### config.mk
export PLATFORM = sky130hd
export DESIGN_NAME = mesh_distance_sharer_tracker_top
export DESIGN_NICKNAME = d
export VERILOG_FILES = /design/src/mdst_pkg.sv /design/src/mdst_entry.sv /design/src/mdst_mask.sv /design/src/mesh_distance_sharer_tracker_top.sv
export SDC_FILE = /design/constraint.sdc
export NUM_CORES = 1
export LEC_CHECK = 0
export ABC_AREA = 1
export BUFFER_PORTS_ARGS = -buffer_cell sky130_fd_sc_hd__buf_2
export CELL_PAD_IN_SITES_DETAIL_PLACEMENT = 0
export CELL_PAD_IN_SITES_GLOBAL_PLACEMENT = 2
export CORE_MARGIN = 5
export CORE_UTILIZATION = 36
export CTS_CLUSTER_DIAMETER = 50
export DETAILED_ROUTE_END_ITERATION = 10
export HOLD_SLACK_MARGIN = 0.1
export PLACE_DENSITY = 0.78
export SLEW_MARGIN = 20
export SYNTH_ARGS = -nofsm -noshare
export SYNTH_HDL_FRONTEND = slang
export SYNTH_SLANG_ARGS = --single-unit
### constraint.sdc
create_clock -name clock -period 6.1 [get_ports clock]
set_input_delay 0.915 -clock clock [delete_from_list [all_inputs] [get_ports clock]]
set_output_delay 0.915 -clock clock [all_outputs]
set_load 0.03 [all_outputs]
### src/mdst_pkg.sv
// ----------------------------------------------------------------------------
// Mesh distance sharer tracker package
// Item codes and fixed field widths shared by the tracker modules.
// ----------------------------------------------------------------------------
`default_nettype none

package mdst_pkg;

   // Width of the node field of an input item.
   localparam int NODE_W = 4;

   // Number of distinct node codes the node field can carry.
   localparam int NODE_CODES = 1 << NODE_W;

   // Width of the kind field of an input item.
   localparam int KIND_W = 2;

   // Item kinds. The fourth code has no meaning and leaves the entry alone.
   typedef enum logic [KIND_W-1:0] {
      KIND_ADD    = 2'd0,
      KIND_REMOVE = 2'd1,
      KIND_CLEAR  = 2'd2
   } kind_type;

endpackage

`default_nettype wire

### src/mdst_entry.sv
// ----------------------------------------------------------------------------
// Mesh distance sharer tracker entry state
// Holds the home node, its mesh coordinates and the radius, and works out
// the entry state that follows one item.
// ----------------------------------------------------------------------------
`default_nettype none

module mdst_entry #(
   parameter int NODES = 16,
   parameter int ROWS  = 4
) (
   input  wire logic                                clock,
   input  wire logic                                reset,
   input  wire logic                                item_go,
   input  wire logic [mdst_pkg::KIND_W-1:0]         item_kind,
   input  wire logic [mdst_pkg::NODE_W-1:0]         item_node,
   output logic                                     used_in,
   output logic [((ROWS > 1) ? $clog2(ROWS) : 1)-1:0] home_row_in,
   output logic [(((NODES / ROWS) > 1) ? $clog2(NODES / ROWS) : 1)-1:0] home_col_in,
   output logic [$clog2(ROWS + ((NODES / ROWS) == 0 ? 1 : (NODES / ROWS)) - 1)-1:0]
                                                    radius_in,
   output logic                                     mismatch
);

   localparam int COLS_RAW = NODES / ROWS;
   localparam int COLS     = (COLS_RAW == 0) ? 1 : COLS_RAW;
   localparam int MESH     = (ROWS * COLS < NODES) ? ROWS * COLS : NODES;
   localparam int ROW_W    = (ROWS > 1) ? $clog2(ROWS) : 1;
   localparam int COL_W    = (COLS_RAW > 1) ? $clog2(COLS_RAW) : 1;
   localparam int RADIUS_W = $clog2(ROWS + COLS - 1);

   logic                used_ff;
   logic [mdst_pkg::NODE_W-1:0] home_node_ff;
   logic [mdst_pkg::NODE_W-1:0] home_node_in;
   logic [ROW_W-1:0]    home_row_ff;
   logic [COL_W-1:0]    home_col_ff;
   logic [RADIUS_W-1:0] radius_ff;

   // Row and column of every node code, fixed by the mesh shape.
   logic [ROW_W-1:0]    row_tab [mdst_pkg::NODE_CODES];
   logic [COL_W-1:0]    col_tab [mdst_pkg::NODE_CODES];

   for (genvar v = 0; v < mdst_pkg::NODE_CODES; v++) begin : g_tab
      assign row_tab[v] = ROW_W'(v / COLS);
      assign col_tab[v] = COL_W'(v % COLS);
   end

   // Distance of the named node from the current home.
   logic [ROW_W-1:0]    node_row;
   logic [COL_W-1:0]    node_col;
   logic [ROW_W-1:0]    row_diff;
   logic [COL_W-1:0]    col_diff;
   logic [RADIUS_W-1:0] node_dist;
   logic                node_in_mesh;

   always_comb begin
      node_row     = row_tab[item_node];
      node_col     = col_tab[item_node];
      row_diff     = (node_row > home_row_ff) ? node_row - home_row_ff
                                              : home_row_ff - node_row;
      col_diff     = (node_col > home_col_ff) ? node_col - home_col_ff
                                              : home_col_ff - node_col;
      node_dist    = RADIUS_W'(row_diff) + RADIUS_W'(col_diff);
      node_in_mesh = 32'(item_node) < MESH;
   end

   // Next entry state for the item in flight.
   always_comb begin
      used_in      = used_ff;
      home_node_in = home_node_ff;
      home_row_in  = home_row_ff;
      home_col_in  = home_col_ff;
      radius_in    = radius_ff;
      mismatch     = 1'b0;
      unique case (mdst_pkg::kind_type'(item_kind))
         mdst_pkg::KIND_ADD: begin
            if (node_in_mesh) begin
               if (!used_ff) begin
                  used_in      = 1'b1;
                  home_node_in = item_node;
                  home_row_in  = node_row;
                  home_col_in  = node_col;
                  radius_in    = '0;
               end else if (node_dist > radius_ff) begin
                  radius_in = node_dist;
               end
            end
         end
         mdst_pkg::KIND_REMOVE: begin
            if (used_ff && (radius_ff == '0)) begin
               if (item_node == home_node_ff) begin
                  used_in = 1'b0;
               end else begin
                  mismatch = 1'b1;
               end
            end
         end
         mdst_pkg::KIND_CLEAR: begin
            used_in   = 1'b0;
            radius_in = '0;
         end
         default: begin
         end
      endcase
   end

   // The entry takes its new state when the item moves to the result stage.
   always_ff @(posedge clock) begin
      if (reset) begin
         used_ff      <= 1'b0;
         home_node_ff <= '0;
         home_row_ff  <= '0;
         home_col_ff  <= '0;
         radius_ff    <= '0;
      end else if (item_go) begin
         used_ff      <= used_in;
         home_node_ff <= home_node_in;
         home_row_ff  <= home_row_in;
         home_col_ff  <= home_col_in;
         radius_ff    <= radius_in;
      end
   end

`ifndef NO_ASSERTIONS
   // The radius only grows while the entry stays in use.
   assert property (@(posedge clock) disable iff (reset)
      item_go && used_ff && used_in |=> radius_ff >= $past(radius_ff))
      else $error("radius shrank on a live entry");

   // A mismatch leaves the entry untouched.
   assert property (@(posedge clock) disable iff (reset)
      item_go && mismatch |=> used_ff && $stable(home_node_ff) && $stable(radius_ff))
      else $error("mismatched remove changed the entry");

   // The state holds while no item moves on.
   assert property (@(posedge clock) disable iff (reset)
      !item_go |=> $stable(used_ff) && $stable(radius_ff) && $stable(home_node_ff))
      else $error("entry changed without an item");
`endif

endmodule

`default_nettype wire

### src/mdst_mask.sv
// ----------------------------------------------------------------------------
// Mesh distance sharer tracker mask
// Compares every mesh node's distance from the home against the radius.
// ----------------------------------------------------------------------------
`default_nettype none

module mdst_mask #(
   parameter int NODES = 16,
   parameter int ROWS  = 4
) (
   input  wire logic                                used,
   input  wire logic [((ROWS > 1) ? $clog2(ROWS) : 1)-1:0] home_row,
   input  wire logic [(((NODES / ROWS) > 1) ? $clog2(NODES / ROWS) : 1)-1:0] home_col,
   input  wire logic [$clog2(ROWS + ((NODES / ROWS) == 0 ? 1 : (NODES / ROWS)) - 1)-1:0]
                                                    radius,
   output logic [NODES-1:0]                         mask
);

   localparam int COLS_RAW = NODES / ROWS;
   localparam int COLS     = (COLS_RAW == 0) ? 1 : COLS_RAW;
   localparam int MESH     = (ROWS * COLS < NODES) ? ROWS * COLS : NODES;
   localparam int ROW_W    = (ROWS > 1) ? $clog2(ROWS) : 1;
   localparam int COL_W    = (COLS_RAW > 1) ? $clog2(COLS_RAW) : 1;
   localparam int RADIUS_W = $clog2(ROWS + COLS - 1);

   // One distance compare per node; nodes past the mesh never share.
   for (genvar n = 0; n < NODES; n++) begin : g_node
      if (n < MESH) begin : g_in
         localparam logic [ROW_W-1:0] NODE_ROW = ROW_W'(n / COLS);
         localparam logic [COL_W-1:0] NODE_COL = COL_W'(n % COLS);
         logic [ROW_W-1:0]    row_diff;
         logic [COL_W-1:0]    col_diff;
         logic [RADIUS_W-1:0] hops;
         always_comb begin
            row_diff = (NODE_ROW > home_row) ? NODE_ROW - home_row : home_row - NODE_ROW;
            col_diff = (NODE_COL > home_col) ? NODE_COL - home_col : home_col - NODE_COL;
            hops     = RADIUS_W'(row_diff) + RADIUS_W'(col_diff);
            mask[n]  = used && (hops <= radius);
         end
      end else begin : g_out
         assign mask[n] = 1'b0;
      end
   end

endmodule

`default_nettype wire

### src/mesh_distance_sharer_tracker_top.sv
// ----------------------------------------------------------------------------
// Mesh distance sharer tracker
// Coarse directory sharer entry for a 2D mesh: home node plus Manhattan
// radius, reported as a per-node sharer mask after every item.
// ----------------------------------------------------------------------------
//
//  channel | direction | ports
//  --------+-----------+----------------------------------------------------
//  req     | in        | req_valid, req_ready, req_kind, req_node
//  rsp     | out       | rsp_valid, rsp_ready, rsp_sharer_mask,
//          |           | rsp_is_broadcast, rsp_entry_valid, rsp_remove_mismatch
//
//  Each item passes through the input register and then the result register;
//  one item per cycle sustained while rsp_ready stays high.
//  The entry update and all per-node distance compares sit in the single
//  logic stage between those two registers.
//  Reset empties the entry and both registers.
//  A stalled result holds its register; the input register still takes one
//  more item, after which req_ready follows rsp_ready.
//
`default_nettype none

module mesh_distance_sharer_tracker_top #(
   parameter int NODES = 16,
   parameter int ROWS  = 4
) (
   input  wire logic                         clock,
   input  wire logic                         reset,
   input  wire logic                         req_valid,
   output logic                              req_ready,
   input  wire logic [mdst_pkg::KIND_W-1:0]  req_kind,
   input  wire logic [mdst_pkg::NODE_W-1:0]  req_node,
   output logic                              rsp_valid,
   input  wire logic                         rsp_ready,
   output logic [NODES-1:0]                  rsp_sharer_mask,
   output logic                              rsp_is_broadcast,
   output logic                              rsp_entry_valid,
   output logic                              rsp_remove_mismatch
);

   localparam int COLS_RAW = NODES / ROWS;
   localparam int COLS     = (COLS_RAW == 0) ? 1 : COLS_RAW;
   localparam int ROW_W    = (ROWS > 1) ? $clog2(ROWS) : 1;
   localparam int COL_W    = (COLS_RAW > 1) ? $clog2(COLS_RAW) : 1;
   localparam int RADIUS_W = $clog2(ROWS + COLS - 1);

   // Input register.
   logic                        in_valid_ff;
   logic                        in_valid_in;
   logic [mdst_pkg::KIND_W-1:0] in_kind_ff;
   logic [mdst_pkg::NODE_W-1:0] in_node_ff;

   // Result register.
   logic                        out_valid_ff;
   logic                        out_valid_in;
   logic [NODES-1:0]            out_mask_ff;
   logic                        out_broadcast_ff;
   logic                        out_used_ff;
   logic                        out_mismatch_ff;

   // Next entry state and mask for the item in the input register.
   logic                        used_in;
   logic [ROW_W-1:0]            home_row_in;
   logic [COL_W-1:0]            home_col_in;
   logic [RADIUS_W-1:0]         radius_in;
   logic                        mismatch;
   logic [NODES-1:0]            mask;

   logic                        out_free;
   logic                        item_go;
   logic                        req_fire;

   // Flow control between the two registers.
   always_comb begin
      out_free     = !out_valid_ff || rsp_ready;
      item_go      = in_valid_ff && out_free;
      req_ready    = !in_valid_ff || out_free;
      req_fire     = req_valid && req_ready;
      in_valid_in  = req_fire || (in_valid_ff && !item_go);
      out_valid_in = item_go || (out_valid_ff && !rsp_ready);
   end

   mdst_entry #(
      .NODES (NODES),
      .ROWS  (ROWS)
   ) u_entry (
      .clock       (clock),
      .reset       (reset),
      .item_go     (item_go),
      .item_kind   (in_kind_ff),
      .item_node   (in_node_ff),
      .used_in     (used_in),
      .home_row_in (home_row_in),
      .home_col_in (home_col_in),
      .radius_in   (radius_in),
      .mismatch    (mismatch)
   );

   mdst_mask #(
      .NODES (NODES),
      .ROWS  (ROWS)
   ) u_mask (
      .used     (used_in),
      .home_row (home_row_in),
      .home_col (home_col_in),
      .radius   (radius_in),
      .mask     (mask)
   );

   // Valid flags of both registers.
   always_ff @(posedge clock) begin
      if (reset) begin
         in_valid_ff  <= 1'b0;
         out_valid_ff <= 1'b0;
      end else begin
         in_valid_ff  <= in_valid_in;
         out_valid_ff <= out_valid_in;
      end
   end

   // Payload of the input register.
   always_ff @(posedge clock) begin
      if (req_fire) begin
         in_kind_ff <= req_kind;
         in_node_ff <= req_node;
      end
   end

   // Payload of the result register.
   always_ff @(posedge clock) begin
      if (item_go) begin
         out_mask_ff      <= mask;
         out_broadcast_ff <= &mask;
         out_used_ff      <= used_in;
         out_mismatch_ff  <= mismatch;
      end
   end

   assign rsp_valid           = out_valid_ff;
   assign rsp_sharer_mask     = out_mask_ff;
   assign rsp_is_broadcast    = out_broadcast_ff;
   assign rsp_entry_valid     = out_used_ff;
   assign rsp_remove_mismatch = out_mismatch_ff;

`ifndef NO_ASSERTIONS
   // An empty entry shares with nobody.
   assert property (@(posedge clock) disable iff (reset)
      rsp_valid && !rsp_entry_valid |-> rsp_sharer_mask == '0)
      else $error("empty entry reports sharers");

   // A live entry always covers at least its home node.
   assert property (@(posedge clock) disable iff (reset)
      rsp_valid && rsp_entry_valid |-> rsp_sharer_mask != '0)
      else $error("live entry reports no sharers");

   // A mismatch is only reported against a live entry.
   assert property (@(posedge clock) disable iff (reset)
      rsp_valid && rsp_remove_mismatch |-> rsp_entry_valid)
      else $error("mismatch reported on an empty entry");

   // An item accepted into an empty input register is held there in the cycle after.
   assert property (@(posedge clock) disable iff (reset)
      req_fire && !in_valid_ff |=> in_valid_ff)
      else $error("accepted item lost from the input register");
`endif

endmodule

`default_nettype wire
==> results.cfg, run 1 <==
[status]
outcome = finished, final reports clean

[place]
dp_hpwl_um = 6824
count_of_input_and_output_buffers = 30
gp_congestion = 0.8476

[global_routing]
grt_overflow_total = 0
first_pass_grt_wire_length_um = 13730
grt.total_usage = 0.1542
antenna_found_initial = 0
grt_max_degree = 21
first_global_vias = 2707

[critical_path]
required_ns = 6.27
start_kind = flop
reg2reg_depth = 29
timing.critical_path.slowest_cell_delay_ns = 0.59
worstPathMaxFanout = 17
crit_arrival_ns = 5.08
criticalPathCategory = flop to flop
critical_path_buf_inv_count = 3
worst_path_most_repeated_cell = nor2_1
critical-path-top-delay-family = adder cells
timing.critical_path.slowest_stage_cell = fa_1
cp-end-kind = flop
timing.critical_path.depth = 29

[detailed_routing]
route.detailed.wl_per_inst_um = 14.40
num_vias = 2727
route.detailed.vias_per_inst = 4.622
drt.antenna.violating_nets = 0
drt_first_pass_iters = 4
finalWirelength_um = 8495
drt_drc_violations_left = 0
initialDrtViolationCount = 69

[final_layout]
most-common-layout-cells = 87 x nand2_1, 85 x inv_1, 45 x ha_1
post_route_cells_drive_above_1_share = 0.1323
final_common_cell = nand2_1
number_of_inserted_filler_cells_in_the_final_layout = 963
diodes = 0
design.final.nets = 534
syn2layout_area_growth_pct = 12.61

[run]
max-cap-violations = 0

[logic_synthesis]
synth.net_count = 496
synth_edf_count = 25
sequential_element_share_of_the_synthesized_area = 0.3012
async_reset_ff_frac = 0
post_synth.cell_area_avg_um2 = 8.112
postSynth.topFlopCell = edfxtp_1
ys.warnings.count = 0
synth_cells = 422
syn_area_um2 = 3423
ys_types = 28
yosys_register_bits = 39

[clocking]
clkLatencyLatePin_ns = 0.31
cts_htree_levels = 2
clk_root_buffer_cell = clkbuf_8
ctsLongestPathBuffers = 2
cts.reportedPaths.clkPinSlew_ns = 0.09
cts_post_setup_buffers_inserted = 0
clock_tree_from_tritoncts = done
cts-buffers-inserted = 5
cts_hold_repair.buffers = 0
clock_sink_count = 39
ctsResizeCount = 0

[min_path]
timing.hold.worst_path_depth = 2
hold_path.class = flop to flop

[timing]
final.min_clock_period_ns = 4.910
setup_viol = 0
final-hold-violation-count = 0
fin_worst_skew_ns = 0.01544
slew_headroom = 0.4036
totalNegativeSetupSlack_ns = 0
period_share = 0.8050
rsz0062_at_grt = no
achievable-frequency_mhz = 203.7
worstMarginPinSlew_ns = 0.8936
final_max_slew_viol_count = 0

[floorplanning]
floorplan.die.width_um = 107.5
boundaryPins = 31
initial_core_util = 0.3705
fp-row-count = 35
floorplan_die_area_um2 = 11560
chipHeight_um = 107.5
design.core.area_um2 = 9240

[power_and_ir_drop]
power_density_nw_per_um2 = 245.8
static_leakage_nw = 2.008
vdd_drop_max_v = 0.0001133
power_mw = 0.9476
per-layer routing:
layer	global-route usage	part of all wire	vias to the layer above
li1	-	-	1418
met1	0.1858	0.43	1252
met2	0.2833	0.53	47
met5	0	0	-
met4	0.03877	0.0089	0
met3	0.02519	0.032	10
synthesized netlist by cell type, types with 4 or more instances:
| library cell | n | area, um2 |
|---|---|---|
| a21o_1 | 6 | 45.04 |
| xor2_1 | 4 | 35.03 |
| nand4_1 | 5 | 31.28 |
| edfxtp_1 | 25 | 750.7 |
| nand3_1 | 25 | 125.1 |
| fa_1 | 19 | 380.4 |
| nor2_1 | 31 | 116.4 |
| ha_1 | 45 | 563.0 |
| dfxtp_1 | 14 | 280.3 |
| nand2_1 | 87 | 326.6 |
| nand2_2 | 9 | 56.30 |
| o21ai_0 | 15 | 75.07 |
| nor3_1 | 4 | 20.02 |
| inv_1 | 85 | 319.1 |
| a21oi_1 | 25 | 125.1 |
worst paths after layout:
path / from / slack, ns / end
setup / recovery: in_node_ff[0] / 1.19 / rsp_is_broadcast
hold / removal: in_valid_ff / 0.47 / rsp_valid
setup reg to reg: in_node_ff[0] / 1.19 / rsp_is_broadcast
hold reg to reg: in_valid_ff / 0.47 / rsp_valid
registers in the layout (all words and copies together), names as in the netlist:
register	cells
rsp_sharer_mask	16
in_node_ff	4
u_entry.home_node_ff	4
u_entry.radius_ff	3
in_kind_ff	2
u_entry.home_col_ff	2
u_entry.home_row_ff	2
in_valid_ff	1
rsp_entry_valid	1
rsp_is_broadcast	1
rsp_remove_mismatch	1
rsp_valid	1
u_entry.used_ff	1
logic make-up (layout without fill, tap and decap cells):
logic type	Yosys count	after routing	synth area share
AND/OR/NAND/NOR	168	168	0.2156
buffers and inverters	89	128	0.1009
adder cells (fa/ha/maj)	64	64	0.2756
AO/OA/AOI/OAI	56	56	0.09137
flip-flops	39	39	0.3012
XOR/XNOR	6	6	0.01535
power by group:
part           switching [mW]  internal [mW]
clock network           0.103          0.116
registers             0.00807          0.302
logic                   0.266          0.152
total                   0.377          0.570
stage by stage:
step	cell area, um2	setup WS [ns]	cells	hold slack [ns]	utilization
after CTS	3855	1.094	590	0.4735	0.4172
after floorplan	3423	1.266	422	0.4434	-
after global routing	3855	0.5996	590	0.4884	0.4172
after global placement	3742	1.208	582	0.4558	0.4050
after detailed placement	3742	1.120	582	0.4638	0.4050
final	3855	1.190	590	0.4703	0.4172
area by class of cell:
class	instances	area [um2]	area share
inverter	86	322.8	0.08374
timing repair buffer	34	180.2	0.04674
multi-input combinational	294	2047	0.5310
tap	129	161.4	0.04187
clock inverter	1	5.005	0.001298
sequential	39	1031	0.2674
clock buffer	7	107.6	0.02791
worst reg2reg max path: cells and delay by family (launching register included):
| kind | cells | cell delay (ns) |
|---|---|---|
| AOI/OAI and AO/OA | 5 | 0.75 |
| adders and majority gates | 5 | 1.76 |
| buffers and inverters | 3 | 0.41 |
| DFF | 1 | 0.47 |
| and+or+nand+nor | 16 | 1.39 |
Power figures use the tool's default switching activity.
==> inputs of run 2 (changes only) <==
==> constraint.sdc (replaced) <==
create_clock -name clock -period 4.95 [get_ports clock]
set_input_delay 0.7425 -clock clock [delete_from_list [all_inputs] [get_ports clock]]
set_output_delay 0.7425 -clock clock [all_outputs]
set_load 0.03 [all_outputs]
==> run 2 against run 1 <==
Against the previous run:
- hold slack better by 0.0033 ns
- sequential share of layout area is 0.56 points lower
- routed wire length down 6.8%
- cell count up 1.4%
- critical endpoint unchanged
==> results.cfg, run 2 (synthesis gave the netlist of run 1 again) <==
[floorplanning]
floorplan_die_area_um2 = 11560
floorplan.die.width_um = 107.5
fp-row-count = 35
initial_core_util = 0.3705
chipHeight_um = 107.5
design.core.area_um2 = 9240
boundaryPins = 31

[detailed_routing]
finalWirelength_um = 7918
route.detailed.vias_per_inst = 4.579
drt.antenna.violating_nets = 0
num_vias = 2738
drt_first_pass_iters = 4
initialDrtViolationCount = 83
route.detailed.wl_per_inst_um = 13.24
drt_drc_violations_left = 0

[final_layout]
post_route_cells_drive_above_1_share = 0.1514
design_area_um2 = 3938
diodes = 0
design.final.nets = 542
number_of_inserted_filler_cells_in_the_final_layout = 923
final_common_cell = nand2_1
finish.utilization = 0.4261
syn2layout_area_growth_pct = 15.02
most-common-layout-cells = 87 x nand2_1, 85 x inv_1, 45 x ha_1
largest_reg_flops = 16

[timing]
period_share = 0.9104
setup_viol = 0
rsz0062_at_grt = no
final-hold-violation-count = 0
slew_headroom = 0.4148
final.min_clock_period_ns = 4.506
achievable-frequency_mhz = 221.9
worstMarginPinSlew_ns = 0.8769
fin_hold_ws_ns = 0.4735
final_max_slew_viol_count = 0
fin_worst_skew_ns = 0.01374
totalNegativeSetupSlack_ns = 0

[global_routing]
antenna_found_initial = 0
grt.total_usage = 0.1463
first_pass_grt_wire_length_um = 13250
grt_max_degree = 21
grt_overflow_total = 0
first_global_vias = 2786

[run]
max-cap-violations = 0

[critical_path]
criticalPathCategory = flop to flop
crit_arrival_ns = 4.68
reg2reg_depth = 30
timing.critical_path.slowest_stage_cell = fa_1
required_ns = 5.12
timing.rr.start = in_node_ff[0]
worstPathMaxFanout = 8
r2r_setup_slack_ns = 0.44
reg2reg_to = rsp_is_broadcast
cp-end-kind = flop
start_kind = flop
timing.critical_path.slowest_cell_delay_ns = 0.57

[clocking]
clk_root_buffer_cell = clkbuf_8
ctsLongestPathBuffers = 2
clkLatencyLatePin_ns = 0.30
cts_htree_levels = 2
cts.reportedPaths.clkPinSlew_ns = 0.09
clock_tree_from_tritoncts = done
cts-buffers-inserted = 5
clock_sink_count = 39

[min_path]
holdCritStartpoint = in_valid_ff
min_to = rsp_valid
hold_path.class = flop to flop
timing.hold.worst_path_depth = 2

[place]
dp_hpwl_um = 6495
placed_cell_area_um2 = 3787
count_of_input_and_output_buffers = 30
gp_congestion = 0.7889

[power_and_ir_drop]
static_leakage_nw = 2.047
power_mw = 1.186
vdd_drop_max_v = 0.0001051
power_density_nw_per_um2 = 301.1

[status]
outcome = finished, final reports clean
## run 2: how the worst max path moves through the flow
stage                            end  cells after the start          start
CTS                 rsp_is_broadcast                     30  in_node_ff[0]
detailed placement  rsp_is_broadcast                     30  in_node_ff[0]
finish              rsp_is_broadcast                     30  in_node_ff[0]
floorplan           rsp_is_broadcast                     28  in_node_ff[0]
global placement    rsp_is_broadcast                     26  in_node_ff[0]
global route        rsp_is_broadcast                     30  in_node_ff[0]
## run 2: repair_timing
action | CTS | global route
hold buffers | 0 | 0
gates resized for setup | 0 | 3
setup buffers | 0 | 2
endpoints found under the setup margin | 0 | 1
## run 2: area by class of cell
class                      instances  area, um2  share of cell area
clock buffer                       7      118.9             0.03019
clock inverter                     1      7.507            0.001907
inverter                          86      322.8             0.08198
multi-input combinational        294       2056              0.5221
sequential                        39       1031              0.2618
tap                              129      161.4             0.04099
timing repair buffer              42      240.2             0.06101
## run 2: critical path: cells and delay by family (launching register included)
kind                     cells  cell delay [ns]
adder cells (fa/ha/maj)      5             1.72
AND/OR/NAND/NOR             17             1.47
AO/OA/AOI/OAI                5             0.51
flip-flops                   1             0.40
buffers and inverters        3             0.28
## run 2: power breakdown
group          switching [mW]  internal [mW]
Clock                   0.128          0.161
Combinational           0.324          0.193
Sequential            0.00870          0.372
## run 2: stage by stage
stage | instances | setup slack [ns]
after global placement | 588 | 0.4244
after detailed placement | 588 | 0.3249
after floorplan | 422 | 0.1158
final | 598 | 0.4436
after global routing | 598 | 0.002922
after CTS | 596 | 0.3039
## run 2: layer usage
metal  vias up  GRT usage  part of all wire
met5         -          0                 0
met3        16    0.01980             0.027
met2        41     0.2624              0.50
met1      1243     0.1774              0.45
li1       1438          -                 -
met4         0    0.05320             0.025
==> inputs of run 3 (changes only) <==
--- a/config.mk
+++ b/config.mk
@@ -15,7 +15,7 @@
 export DETAILED_ROUTE_END_ITERATION = 10
 export HOLD_SLACK_MARGIN = 0.1
 export PLACE_DENSITY = 0.78
-export SLEW_MARGIN = 20
+export RECOVER_POWER = 100
 export SYNTH_ARGS = -nofsm -noshare
 export SYNTH_HDL_FRONTEND = slang
 export SYNTH_SLANG_ARGS = --single-unit
==> run 3 against run 2 <==
Against the previous run:
- cell count did not move
- critical path depth stayed put
- clock skew about the same
- combinational power down 1%
- register-to-register slack about the same
- clock power about the same
- power shrank 0.54%
- design area fell by 1.1%
- sequential share of layout area rose by 0.29 points
==> results.cfg, run 3 (synthesis gave the netlist of run 1 again) <==
[detailed_routing]
finalWirelength_um = 7948
initialDrtViolationCount = 111
drt.antenna.violating_nets = 0
route.detailed.vias_per_inst = 4.610
route.detailed.wl_per_inst_um = 13.29
drt_first_pass_iters = 4
num_vias = 2757
drt_drc_violations_left = 0

[clocking]
cts_htree_levels = 2
clk_root_buffer_cell = clkbuf_8
clock_sink_count = 39
cts.reportedPaths.clkPinSlew_ns = 0.09
clkLatencyLatePin_ns = 0.30
cts-buffers-inserted = 5
clock_tree_from_tritoncts = done
ctsLongestPathBuffers = 2

[global_routing]
grt_overflow_total = 0
first_pass_grt_wire_length_um = 13250
antenna_found_initial = 0
grt.total_usage = 0.1463
first_global_vias = 2786
grt_max_degree = 21

[power_and_ir_drop]
sw_frac_of_total = 0.3893
clock_power_share = 0.245
comb_power_share = 0.432
p_int_mw = 0.7201
power_density_nw_per_um2 = 302.7
sequentialPowerShare = 0.323
vdd_drop_max_v = 0.0001048
power_mw = 1.179
static_leakage_nw = 1.980
total_switching_power_mw = 0.4591

[timing]
period_share = 0.9134
fin_worst_skew_ns = 0.01412
final_max_slew_viol_count = 0
achievable-frequency_mhz = 221.2
final.min_clock_period_ns = 4.521
final-hold-violation-count = 0
worstMarginPinSlew_ns = 0.8757
slew_headroom = 0.4156
worst_slack_ns = 0.4288
setup_viol = 0

[floorplanning]
initial_core_util = 0.3705
floorplan_die_area_um2 = 11560
fp-row-count = 35
design.core.area_um2 = 9240
floorplan.die.width_um = 107.5
chipHeight_um = 107.5
boundaryPins = 31

[critical_path]
worstPathMaxFanout = 8
timing.critical_path.slowest_cell_delay_ns = 0.57
start_kind = flop
crit_arrival_ns = 4.69
required_ns = 5.12
r2r_setup_slack_ns = 0.43
cp-end-kind = flop
criticalPathCategory = flop to flop
timing.critical_path.slowest_stage_cell = fa_1

[place]
placed_cells = 588
pre_cts_ws_ns = 0.3249
count_of_input_and_output_buffers = 30
gp_congestion = 0.7889
dp_hpwl_um = 6495

[final_layout]
finish.utilization = 0.4215
post_route_cells_drive_above_1_share = 0.09168
largest_reg_flops = 16
syn2layout_area_growth_pct = 13.78
number_of_inserted_filler_cells_in_the_final_layout = 939
design.final.nets = 542
final_common_cell = nand2_1
fin_cells = 598
diodes = 0
most-common-layout-cells = 88 x nand2_1, 86 x inv_1, 45 x ha_1

[run]
max-cap-violations = 0

[min_path]
hold_path.class = flop to flop

[status]
outcome = finished, final reports clean
-- run 3: through the flow --
| step | cell area [um2] | setup TNS, ns | hold WS [ns] |
|---|---|---|---|
| after global routing | 3895 | -0.001785 | 0.5000 |
| after global placement | 3787 | 0 | 0.4608 |
| after floorplan | 3423 | 0 | 0.4434 |
| after detailed placement | 3787 | 0 | 0.4583 |
| after CTS | 3914 | 0 | 0.4782 |
| final | 3895 | 0 | 0.4735 |
-- run 3: path summary, 6_finish.rpt --
path	start	endpoint	depth (start not counted)
setup / recovery	in_node_ff[0]	rsp_is_broadcast	30
hold / removal	in_valid_ff	rsp_valid	2
setup reg to reg	in_node_ff[0]	rsp_is_broadcast	30
hold reg to reg	in_valid_ff	rsp_valid	2
-- run 3: area by class of cell --
| class | count | area [um2] | share of cell area |
|---|---|---|---|
| inverters | 86 | 322.8 | 0.08288 |
| clock buffers | 7 | 118.9 | 0.03052 |
| well taps | 129 | 161.4 | 0.04144 |
| repair buffers | 42 | 209.0 | 0.05365 |
| clock inverters | 1 | 7.507 | 0.001927 |
| multi-input cells | 294 | 2044 | 0.5249 |
| flip-flops and latches | 39 | 1031 | 0.2647 |
-- run 3: per-layer routing --
| layer | GRT usage | share of wire | vias to the layer above |
|---|---|---|---|
| met5 | 0 | 0 | - |
| met3 | 0.01980 | 0.027 | 15 |
| met1 | 0.1774 | 0.45 | 1262 |
| met2 | 0.2624 | 0.49 | 43 |
| li1 | - | - | 1437 |
| met4 | 0.05320 | 0.025 | 0 |
-- run 3: repair_timing --
action,in CTS,in global routing
gates resized for setup,0,3
endpoints found under the hold margin,0,0
hold buffers,0,0
buffers inserted,0,2
setup endpoints to repair,0,1
-- run 3: power by group through the flow --
stage / Clock (mW) / Sequential, mW / Combinational [mW]
floorplan: 0 / 0.412 / 0.368
global placement: 0 / 0.389 / 0.512
detailed placement: 0 / 0.389 / 0.517
CTS: 0.301 / 0.382 / 0.519
global route: 0.315 / 0.384 / 0.594
finish: 0.288 / 0.381 / 0.510
-- run 3: critical path: cells and delay by family (launching register included) --
| family | cells | cell delay [ns] |
|---|---|---|
| compound gates | 5 | 0.51 |
| simple gates | 17 | 1.50 |
| buf+inv | 3 | 0.28 |
| fa+ha+maj | 5 | 1.72 |
| flops | 1 | 0.40 |
